`config.mk`:
```
export PLATFORM = sky130hd
export DESIGN_NAME = battery_moving_average_percent_top
export DESIGN_NICKNAME = d
export VERILOG_FILES = /design/src/design/bmap_pkg.sv /design/src/design/bmap_ram.sv /design/src/design/battery_moving_average_percent_top.sv
export SDC_FILE = /design/constraint.sdc
export NUM_CORES = 2
export LEC_CHECK = 0
export ABC_AREA = 0
export BUFFER_PORTS_ARGS = -buffer_cell sky130_fd_sc_hd__buf_2
export CAP_MARGIN = 20
export CORE_MARGIN = 2
export CORE_UTILIZATION = 25
export DETAILED_ROUTE_END_ITERATION = 10
export PLACE_DENSITY_LB_ADDON = 0.2
export SYNTH_ARGS = -nofsm -noshare
export SYNTH_HDL_FRONTEND = slang
export SYNTH_SLANG_ARGS = --single-unit
```
`constraint.sdc`:
```
create_clock -name i_clk -period 5.8 [get_ports i_clk]
set_input_delay 0.58 -clock i_clk [delete_from_list [all_inputs] [get_ports i_clk]]
set_output_delay 0.58 -clock i_clk [all_outputs]
set_load 0.03 [all_outputs]
```
`src/design/bmap_pkg.sv`:
```
`timescale 1ns / 1ps
// shared constants and types for the battery moving average block
package bmap_pkg;

    localparam int WINDOW       = 100;
    localparam int PIN_W        = 12;
    localparam int MV_W         = 13;
    localparam int PCT_W        = 7;
    localparam int PERCENT_SPAN = 100;
    localparam int EMPTY_RESET  = 3700;
    localparam int FULL_RESET   = 4200;
    localparam int MV_MAX       = 8190;

    localparam int POS_W  = (WINDOW > 1) ? $clog2(WINDOW) : 1;
    localparam int FILL_W = $clog2(WINDOW + 1);
    localparam int SUM_W  = $clog2(WINDOW * MV_MAX + 1);
    localparam int PROD_W = $clog2(((1 << MV_W) - 1) * PERCENT_SPAN + 1);
    localparam int DIV_W  = (SUM_W > PROD_W) ? SUM_W : PROD_W;
    localparam int CNT_W  = $clog2(DIV_W);

    localparam int CFG_IDX_W = 1;
    localparam logic [CFG_IDX_W-1:0] CFG_EMPTY = 1'b0;
    localparam logic [CFG_IDX_W-1:0] CFG_FULL  = 1'b1;

    typedef enum logic [2:0] {
        S_IDLE,
        S_UPDATE,
        S_MEAN_DIV,
        S_SCALE,
        S_PCT_DIV,
        S_FINISH
    } t_state;

endpackage

```
`src/design/bmap_ram.sv`:
```
`timescale 1ns / 1ps
// generic single write port ram with registered read
module bmap_ram #(
    parameter int WIDTH = 13,
    parameter int DEPTH = 100,
    localparam int ADDR_W = (DEPTH > 1) ? $clog2(DEPTH) : 1
) (
    input  logic              i_clk,
    input  logic              i_wr_en,
    input  logic [ADDR_W-1:0] i_wr_addr,
    input  logic [WIDTH-1:0]  i_wr_data,
    input  logic [ADDR_W-1:0] i_rd_addr,
    output logic [WIDTH-1:0]  o_rd_data
);

    logic [WIDTH-1:0] r_mem [DEPTH];
    logic [WIDTH-1:0] r_rd_data;

    always_ff @(posedge i_clk) begin
        if (i_wr_en) begin
            r_mem[i_wr_addr] <= i_wr_data;
        end
        r_rd_data <= r_mem[i_rd_addr];
    end

    assign o_rd_data = r_rd_data;

endmodule

```
`src/design/battery_moving_average_percent_top.sv`:
```
`timescale 1ns / 1ps
// Battery moving average and charge percent. Each transaction takes a divider
// sample, doubles it, puts it into a ring of the last WINDOW samples and
// returns the mean over the filled part of the ring plus a charge percent
// mapped linearly between the empty and full registers and clamped to 0..100.
// One shared restoring divider, one quotient bit per cycle, runs twice per
// transaction (mean, then percent). The finished result waits in an output
// register, and the input takes the next transaction only once that result
// has been written there. The sample ring needs no clearing pass: entries
// not yet written read as zero while the fill count is below WINDOW.
module battery_moving_average_percent_top (
    input  logic                            i_clk,
    input  logic                            i_rst_n,
    input  logic                            i_cfg_wr_en,
    input  logic [bmap_pkg::CFG_IDX_W-1:0]  i_cfg_index,
    input  logic [bmap_pkg::MV_W-1:0]       i_cfg_data,
    input  logic                            i_in_valid,
    output logic                            o_in_ready,
    input  logic [bmap_pkg::PIN_W-1:0]      i_pin_millivolts,
    output logic                            o_out_valid,
    input  logic                            i_out_ready,
    output logic [bmap_pkg::MV_W-1:0]       o_mean_millivolts,
    output logic [bmap_pkg::PCT_W-1:0]      o_charge_percent
);

    localparam int MV_W   = bmap_pkg::MV_W;
    localparam int POS_W  = bmap_pkg::POS_W;
    localparam int FILL_W = bmap_pkg::FILL_W;
    localparam int SUM_W  = bmap_pkg::SUM_W;
    localparam int PROD_W = bmap_pkg::PROD_W;
    localparam int DIV_W  = bmap_pkg::DIV_W;
    localparam int CNT_W  = bmap_pkg::CNT_W;
    localparam int PCT_W  = bmap_pkg::PCT_W;

    bmap_pkg::t_state r_state, n_state;

    logic [MV_W-1:0]   r_empty, r_full;
    logic [MV_W-1:0]   r_sample, n_sample;
    logic [POS_W-1:0]  r_pos, n_pos;
    logic [FILL_W-1:0] r_fill, n_fill;
    logic [SUM_W-1:0]  r_sum, n_sum;
    logic [DIV_W-1:0]  r_quo, n_quo;
    logic [MV_W-1:0]   r_rem, n_rem;
    logic [MV_W-1:0]   r_den, n_den;
    logic [CNT_W-1:0]  r_cnt, n_cnt;
    logic [MV_W-1:0]   r_mean, n_mean;
    logic              r_pct_zero, n_pct_zero;
    logic              r_out_valid, n_out_valid;
    logic [MV_W-1:0]   r_out_mean, n_out_mean;
    logic [PCT_W-1:0]  r_out_pct, n_out_pct;

    logic              ram_wr_en;
    logic [MV_W-1:0]   ram_rd_data;
    logic [MV_W-1:0]   old_sample;
    logic [MV_W:0]     trial;
    logic              trial_ge;
    logic [MV_W-1:0]   diff;
    logic [PROD_W-1:0] prod;

    bmap_ram #(
        .WIDTH (MV_W),
        .DEPTH (bmap_pkg::WINDOW)
    ) u_ram (
        .i_clk     (i_clk),
        .i_wr_en   (ram_wr_en),
        .i_wr_addr (r_pos),
        .i_wr_data (r_sample),
        .i_rd_addr (r_pos),
        .o_rd_data (ram_rd_data)
    );

    always_ff @(posedge i_clk) begin
        if (!i_rst_n) begin
            r_state     <= bmap_pkg::S_IDLE;
            r_empty     <= MV_W'(bmap_pkg::EMPTY_RESET);
            r_full      <= MV_W'(bmap_pkg::FULL_RESET);
            r_pos       <= '0;
            r_fill      <= '0;
            r_sum       <= '0;
            r_out_valid <= 1'b0;
        end else begin
            r_state     <= n_state;
            r_pos       <= n_pos;
            r_fill      <= n_fill;
            r_sum       <= n_sum;
            r_out_valid <= n_out_valid;
            if (i_cfg_wr_en && i_cfg_index == bmap_pkg::CFG_EMPTY) begin
                r_empty <= i_cfg_data;
            end
            if (i_cfg_wr_en && i_cfg_index == bmap_pkg::CFG_FULL) begin
                r_full <= i_cfg_data;
            end
        end
        r_sample   <= n_sample;
        r_quo      <= n_quo;
        r_rem      <= n_rem;
        r_den      <= n_den;
        r_cnt      <= n_cnt;
        r_mean     <= n_mean;
        r_pct_zero <= n_pct_zero;
        r_out_mean <= n_out_mean;
        r_out_pct  <= n_out_pct;
    end

    always_comb begin
        n_state     = r_state;
        n_sample    = r_sample;
        n_pos       = r_pos;
        n_fill      = r_fill;
        n_sum       = r_sum;
        n_quo       = r_quo;
        n_rem       = r_rem;
        n_den       = r_den;
        n_cnt       = r_cnt;
        n_mean      = r_mean;
        n_pct_zero  = r_pct_zero;
        n_out_valid = r_out_valid;
        n_out_mean  = r_out_mean;
        n_out_pct   = r_out_pct;
        ram_wr_en   = 1'b0;
        o_in_ready  = 1'b0;

        // shared restoring divider step
        trial    = {r_rem, r_quo[DIV_W-1]};
        trial_ge = trial >= {1'b0, r_den};

        // slots not yet written read as zero
        old_sample = (r_fill == FILL_W'(bmap_pkg::WINDOW)) ? ram_rd_data : '0;
        diff       = r_quo[MV_W-1:0] - r_empty;
        prod       = PROD_W'(diff) * PROD_W'(bmap_pkg::PERCENT_SPAN);

        if (r_out_valid && i_out_ready) begin
            n_out_valid = 1'b0;
        end

        case (r_state)
            bmap_pkg::S_IDLE: begin
                o_in_ready = 1'b1;
                if (i_in_valid) begin
                    n_sample = {i_pin_millivolts, 1'b0};
                    n_state  = bmap_pkg::S_UPDATE;
                end
            end
            bmap_pkg::S_UPDATE: begin
                ram_wr_en = 1'b1;
                n_sum     = r_sum - SUM_W'(old_sample) + SUM_W'(r_sample);
                if (r_fill != FILL_W'(bmap_pkg::WINDOW)) begin
                    n_fill = r_fill + FILL_W'(1);
                end
                if (r_pos == POS_W'(bmap_pkg::WINDOW - 1)) begin
                    n_pos = '0;
                end else begin
                    n_pos = r_pos + POS_W'(1);
                end
                n_quo   = DIV_W'(n_sum);
                n_den   = MV_W'(n_fill);
                n_rem   = '0;
                n_cnt   = '0;
                n_state = bmap_pkg::S_MEAN_DIV;
            end
            bmap_pkg::S_MEAN_DIV, bmap_pkg::S_PCT_DIV: begin
                n_rem = trial_ge ? MV_W'(trial - {1'b0, r_den}) : MV_W'(trial);
                n_quo = {r_quo[DIV_W-2:0], trial_ge};
                n_cnt = r_cnt + CNT_W'(1);
                if (r_cnt == CNT_W'(DIV_W - 1)) begin
                    n_state = (r_state == bmap_pkg::S_MEAN_DIV) ?
                              bmap_pkg::S_SCALE : bmap_pkg::S_FINISH;
                end
            end
            bmap_pkg::S_SCALE: begin
                n_mean     = r_quo[MV_W-1:0];
                n_pct_zero = (r_full <= r_empty) || (r_quo[MV_W-1:0] <= r_empty);
                n_quo      = DIV_W'(prod);
                n_den      = r_full - r_empty;
                n_rem      = '0;
                n_cnt      = '0;
                n_state    = bmap_pkg::S_PCT_DIV;
            end
            bmap_pkg::S_FINISH: begin
                if (!r_out_valid || i_out_ready) begin
                    n_out_valid = 1'b1;
                    n_out_mean  = r_mean;
                    if (r_pct_zero) begin
                        n_out_pct = '0;
                    end else if (r_quo > DIV_W'(bmap_pkg::PERCENT_SPAN)) begin
                        n_out_pct = PCT_W'(bmap_pkg::PERCENT_SPAN);
                    end else begin
                        n_out_pct = r_quo[PCT_W-1:0];
                    end
                    n_state = bmap_pkg::S_IDLE;
                end
            end
            default: begin
                n_state = bmap_pkg::S_IDLE;
            end
        endcase
    end

    assign o_out_valid       = r_out_valid;
    assign o_mean_millivolts = r_out_mean;
    assign o_charge_percent  = r_out_pct;

    // ring is written in order, so the write slot equals the fill count until full
    a_pos_tracks_fill: assert property (@(posedge i_clk) disable iff (!i_rst_n)
        (r_fill != FILL_W'(bmap_pkg::WINDOW)) |-> (FILL_W'(r_pos) == r_fill))
        else $error("write slot does not match fill count");

    a_fill_bound: assert property (@(posedge i_clk) disable iff (!i_rst_n)
        r_fill <= FILL_W'(bmap_pkg::WINDOW))
        else $error("fill count beyond window");

    a_pct_bound: assert property (@(posedge i_clk) disable iff (!i_rst_n)
        o_out_valid |-> (o_charge_percent <= PCT_W'(bmap_pkg::PERCENT_SPAN)))
        else $error("charge percent above full scale");

    a_accept_update: assert property (@(posedge i_clk) disable iff (!i_rst_n)
        (i_in_valid && o_in_ready) |=> (r_state == bmap_pkg::S_UPDATE))
        else $error("accepted transaction not stored");

    a_out_held: assert property (@(posedge i_clk) disable iff (!i_rst_n)
        (o_out_valid && !i_out_ready) |=>
        (o_out_valid && $stable(o_mean_millivolts) && $stable(o_charge_percent)))
        else $error("pending result changed");

endmodule

```
### Word-level counts from Yosys, hierarchy flattened

Memories as Yosys holds them, arrays and structs flattened. A register that Yosys moved wholly into a read port is not among the register bits.
Cells that the tools add are included.

| word-level totals | value |
|---|---|
| register bits after elaboration | 174 |
| latch bits | 0 |
| bits in writable memories | 1,200 |
| ROM bits | 0 |
| input port bits | 31 |
| logic and storage cells | 82 |
| memories | 1 |

| cells by class | value |
|---|---|
| add/sub/neg operators | 8 |
| $mul | 1 |
| divide/modulo/power cells | 0 |
| $lt $le $gt $ge | 4 |
| eq/ne operators | 12 |
| shifts and indexed selects | 0 |
| muxes and demuxes | 21 |
| bitwise gates (word level) | 1 |
| reductions and logical operators | 16 |

Memories:

| memory | depth | width | rd ports | clocked after Yosys merged registers in | write ports | RTL line | text |
|---|---|---|---|---|---|---|---|
| u_ram.r_mem | 100 | 12 | 1 | 1 | 1 | bmap_ram.sv:16 | `logic [WIDTH-1:0] r_mem [DEPTH];` |

Operator list:

| kind | count |
|---|---|
| case mux 20 bit (3 select lines) | 1 |
| case mux 13 bit (2 select lines) | 2 |
| subtractor 13 bit | 3 |
| <= comparator 13 bit | 2 |
| 2-to-1 mux 13 bit | 2 |
| 2-to-1 mux 7 bit | 3 |
| adder 20 x 13 -> 20 bit | 1 |
| greater-than comparator 20 x 7 -> 1 bit (second input constant) | 1 |
| subtractor 20 x 13 -> 20 bit | 1 |
| multiplier 13 x 5 -> 18 bit (second input constant) | 1 |
| case mux 3 bit (5 select lines) | 1 |
| adder 7 x 1 -> 7 bit (second input constant) | 2 |
| equality test 7 bit (second input constant) | 2 |
| >= comparator 14 x 13 -> 1 bit | 1 |
| 2-to-1 mux 3 bit | 4 |
| case mux 5 bit (2 select lines) | 1 |
| 2-to-1 mux 1 bit | 7 |
| inequality test 7 bit (second input constant) | 1 |
| equality test 3 x 2 -> 1 bit (second input constant) | 2 |
| equality test 3 bit (second input constant) | 2 |
| inequality test 2 bit (second input constant) | 3 |
| OR reduction 2 bit | 3 |
| adder 5 x 1 -> 5 bit (second input constant) | 1 |
| equality test 5 bit (second input constant) | 1 |
| 10 further kinds | 15 |

### Longest topological paths before layout

| logic depth | value |
|---|---|
| depth after elaboration | 5 |
| mapped depth | 22 |
| gate-level depth less buffers | 22 |

### Hierarchy

Synthesis repeated with hierarchy kept, for this count alone.

| second synthesis, totals | value |
|---|---|
| cells, all modules | 3,350 |
| area total of the unflattened synthesis | 61,353.8 µm² |

By module, submodules not included:

| module | times used | cells each | area an instance (µm²) | sequential area each (µm²) |
|---|---|---|---|---|
| bmap_ram | 1 | 2,162 | 50,429.6 | 39,297.7 |
| battery_moving_average_percent_top | 1 | 1,188 | 10,924.2 | 4,194.0 |

### Worst setup path after synthesis

Ideal clock, no wire load.

| timing | value |
|---|---|
| path type | flip-flop to flip-flop |
| start point | register r_quo[0] |
| end point | register r_quo[16], data pin |
| arrival time | 4.418 ns |
| required time | 5.539 ns |
| path slack | 1.121 ns |
| stages on the path, launching flop included | 23 |
| path buffers | 0 |
| cell sequence | edfxtp_1 -> inv_1 -> ha_1 -> fa_1 -> nor2b_1 -> o21ai_0 -> a21boi_0 -> o21ai_0 -> nor2b_1 -> xnor2_1 -> ha_1 -> ha_1 -> inv_1 -> fa_1 -> inv_1 -> ha_1 -> o21ai_0 -> a21oi_1 -> o41a_1 -> a31oi_1 -> xor2_1 -> nor2_1 -> a221o_1 |

| between the ends | value |
|---|---|
| word-level cells in the longest chain between the ends | 3 |

RTL lines:

| what | RTL line | text |
|---|---|---|
| start, declared | battery_moving_average_percent_top.sv:42 | `logic [DIV_W-1:0] r_quo, n_quo;` |
| start signal, assigned | battery_moving_average_percent_top.sv:95 | `r_quo <= n_quo;` |
| subtractor 13 bit | battery_moving_average_percent_top.sv:129 | `diff = r_quo[MV_W-1:0] - r_empty;` |
| multiplier 13 x 5 -> 18 bit | battery_moving_average_percent_top.sv:130 | `prod = PROD_W'(diff) * PROD_W'(bmap_pkg::PERCENT_SPAN);` |
| case mux 20 bit (3 select lines) | battery_moving_average_percent_top.sv:136 | `case (r_state)` |
| net n_quo[16] | battery_moving_average_percent_top.sv:42 |  |

The timed path passes the listed nets, and every way through them passes these cells.
A chain may end at the register's enable or synchronous reset.

### Worst setup path in the final report

Ends and elaborated chain as after synthesis.

==> key figures <==
Synthesis
  • Post-Syn Instances: 3713
  • Most frequent cell after synthesis: edfxtp_1
  • Asr flop ratio synth: 0
  • Post-synthesis register bit count: 1372
  • Yosys top cell by area: edfxtp_1
  • Largest family of logic cells by synthesized area: compound AO/OA/AOI/OAI gates
  • Post-synth EDFFs: 1297
  • Main synth FF type: edfxtp_1
  • Post-synth top cells: 1297 x edfxtp_1, 299 x nor2_1, 190 x a21oi_1
  • Synth Area in Adders: 0.0307
  • Complex-gate fraction of the synthesized area: 0.100
  • Synth cell types: 85
  • Xor/xnor cell area share of the yosys netlist: 0.0114
  • Synth Area in Simple Gates: 0.0521
  • Syn. warnings: 0
  • Mapped Avg Cell Area: 15.5 sq um
  • Area contributors post-synth: edfxtp_1 68%, mux4_2 3.7%, dfxtp_1 2.6%
  • Seq/Total Area, Yosys: 0.702
  • Mapped cell area: 57700 sq um
  • Synth Net Count: 3871
  • Multiplexer share of the synthesized area: 0.0745
  • Top cell type's share of synthesized area: 0.676

Detailed routing
  • Initial detailed-routing violation count: 2997
  • Vias per cell: 4.84
  • DRC: 0
  • DRT Pass-1 Iters: 7
  • Routed vias: 34.2k
  • Routed Antenna Nets: 0
  • Post-Route WL: 189000 microns
  • WL/cell: 26.7 microns

Timing
  • Clk_skew: 0.0539 ns
  • Slew HR: 0.217
  • WHS: 0.0600 ns
  • Hold violation count in the final report: 0
  • Measured slew at the worst slew-check pin: 1.17 ns
  • F_max: 190 MHz
  • Post-layout minimum cycle time: 5.27 ns
  • RSZ-0062 raised after global routing: no
  • Tcrit/Tclk final: 0.909
  • Final setup fails: 0
  • TNS Setup: 0 ns
  • Fin. max-slew vios: 0

Global route
  • First-pass GRT wire length: 268000 microns
  • Vias in the first global route: 34.3k
  • Grt ovf: 0
  • Total track usage: 0.158
  • Initial antenna violation count: 6
  • Largest net degree at the start of global routing: 89

Power
  • Switching part of the total power: 0.339
  • Pint: 20.8 mW
  • Pwr dens: 468 nW/um^2
  • Net switching power: 10.7 mW
  • Worst IR Drop VDD: 0.625 mV
  • Leak pwr: 21.9 nW
  • Sequential power share: 0.380
  • Comb power frac: 0.323
  • Clock network power share: 0.298

Finish
  • Layout cells sized above 1: 0.176
  • Storage cell area: 40500 sq um
  • Area grow syn2layout: 16.7%
  • Final net count: 4098
  • Footprint of the multi-input gates: 15600 sq um
  • Fill cells: 22.9k

Floorplan
  • I/O pin cnt: 53
  • CORE AREA: 230000 sq um
  • Initial core utilization: 0.251
  • Chip Height: 484 microns
  • Num rows: 176
  • Die Area: 234000 sq um
  • Die extent in x: 484 microns

Critical path
  • Startpoint Class: register
  • Stages on worst setup path: 22
  • Crit path buffers/inverters: 3
  • R2r worst-path depth: 22
  • Crit-path max cell delay: 0.50 ns
  • Most used cell along the critical path: ha_1
  • Worst-path fanout max: 5
  • Crit. End Element: register
  • CP cell instances: inv_1 > ha_1 > fa_1 > nor2b_1 > o21ai_0 > a21boi_0 > o21ai_0 > nor2b_1 > xnor2_1 > ha_1 > ha_1 > inv_1 > fa_1 > inv_1 > ha_1 > o21ai_0 > a21oi_1 > o41a_1 > a31oi_1 > xor2_1 > nor2_1 > a221o_1
  • Delay-heaviest family, CP: adder cells
  • Worst EP arrival: 5.79 ns
  • Required @ worst endpoint: 6.32 ns
  • Slowest stage cell on the critical path: fa_1
  • Kind of critical path: register to register

Flow run
  • Max Cap Viol: 0

Clock network
  • H-tree depth: 4
  • Root buffer cell: clkbuf_16
  • CTS clock-pin slew for the worst setup and hold paths: 0.07 ns
  • TritonCTS clock tree: done
  • Skew-Pair Late Insertion Delay: 0.81 ns
  • Clk buf depth: 3
  • CTS buffer count: 150
  • Clk sink count: 1372

Worst hold path
  • Hold Crit Class: input port to register
  • Hold path cells: 1

Place
  • I/O Buffers: 52
  • DP HPWL: 119000 microns
  • GPL Wtd Cong: 0.840

Run status
  • Outcome: completed
-- cells by family (layout without fill, tap and decap cells) --
logic type,after synthesis,in the layout
xor+xnor,75,75
simple gates,682,682
buf+inv,336,676
compound gates,821,821
mux,300,300
other cells,0,2
fa+ha+maj,127,127
flops,1372,1372
-- registers in the layout (all words and copies together) (netlist names), 7 cells and up --
name / cells
o_charge_percent: 7
o_mean_millivolts: 13
r_den: 13
r_empty: 13
r_fill: 7
r_full: 13
r_mean: 13
r_pos: 7
r_quo: 20
r_rem: 13
r_sample: 12
r_sum: 19
u_ram.o_rd_data: 12
u_ram.r_mem: 1200
-- metrics by stage --
| step | power, mW | instances | area (sq um) | util | worst slack [ns] |
|---|---|---|---|---|---|
| after floorplan | 19.2 | 3713 | 57700 | - | 1.12 |
| after global placement | 22.4 | 6805 | 62500 | 0.272 | 0.485 |
| after detailed placement | 22.3 | 6806 | 62500 | 0.272 | 0.543 |
| after CTS | 31.8 | 7079 | 67300 | 0.293 | 0.467 |
| after global routing | 33.3 | 7080 | 67300 | 0.293 | 0.104 |
| final | 31.5 | 7081 | 67300 | 0.293 | 0.526 |
-- worst reg2reg max path, cell delays in order, from the launching register on --
cell,delay (ns)
edfxtp_1,0.44
inv_1,0.06
ha_1,0.20
fa_1,0.40
nor2b_1,0.12
o21ai_0,0.11
a21boi_0,0.24
o21ai_0,0.14
nor2b_1,0.17
xnor2_1,0.38
ha_1,0.32
ha_1,0.27
inv_1,0.05
fa_1,0.50
inv_1,0.05
ha_1,0.31
o21ai_0,0.09
a21oi_1,0.10
o41a_1,0.37
a31oi_1,0.22
xor2_1,0.18
nor2_1,0.06
a221o_1,0.25
-- cells in the final DEF, fill, tap and decap left out, types with 27 or more instances in the layout --
cell type and instances:
nand3_1 31, nor3_1 34, nor2_1 296, o21ai_0 105, buf_4 218, xor2_1 30
nand2_1 185, mux2_2 83, a221oi_1 163, mux4_2 94, dfxtp_1 72, xnor2_1 43
buf_2 52, ha_1 103, and2_1 27, clkinv_1 30, a22oi_1 76, a21oi_1 190
mux2i_1 120, edfxtp_1 1297, o22ai_1 44, clkbuf_16 152, clkbuf_1 36, inv_1 115
-- power groups by stage --
| stage | sequential (mW) | clock, mW | combinational, mW |
|---|---|---|---|
| after floorplan | 12.2 | 0 | 6.97 |
| after global placement | 12.2 | 0 | 10.3 |
| after detailed placement | 12.2 | 0 | 10.1 |
| after CTS | 12.0 | 9.60 | 10.2 |
| after global routing | 12.0 | 9.97 | 11.4 |
| final | 12.0 | 9.37 | 10.2 |
-- layer usage --
layer	share of wire	vias up	global-route usage	routed length, microns
met1	0.45	17900	0.216	84800
met5	0.00018	-	0	34
met3	0.053	245	0.0270	10100
met4	0.021	4	0.0363	4010
li1	-	15100	-	-
met2	0.48	1022	0.261	90300
-- final timing paths --
kind,start,slack [ns],endpoint
worst max-delay path,r_quo[0],0.53,r_quo[16]
worst min-delay path,i_pin_millivolts[0],0.06,r_sample[1]
worst max register to register,r_quo[0],0.53,r_quo[16]
worst min register to register,r_mean[12],0.42,o_mean_millivolts[12]
-- cell type report --
class                   instances  share of cell area
diodes                          2           0.0000744
clock buffers                 192              0.0594
clock inverters                73              0.0108
inverters                     120             0.00673
multi-input cells            2005               0.232
flip-flops and latches       1372               0.601
well taps                    3026              0.0563
repair buffers                291              0.0331
-- repair_timing --
item	4_1_cts	5_1_grt
resized for setup	0	1
setup buffers	0	0
hold endpoints to repair	10	0
endpoints found under the setup margin	0	1
hold buffers	8	0
Power figures use the tool's default switching activity.
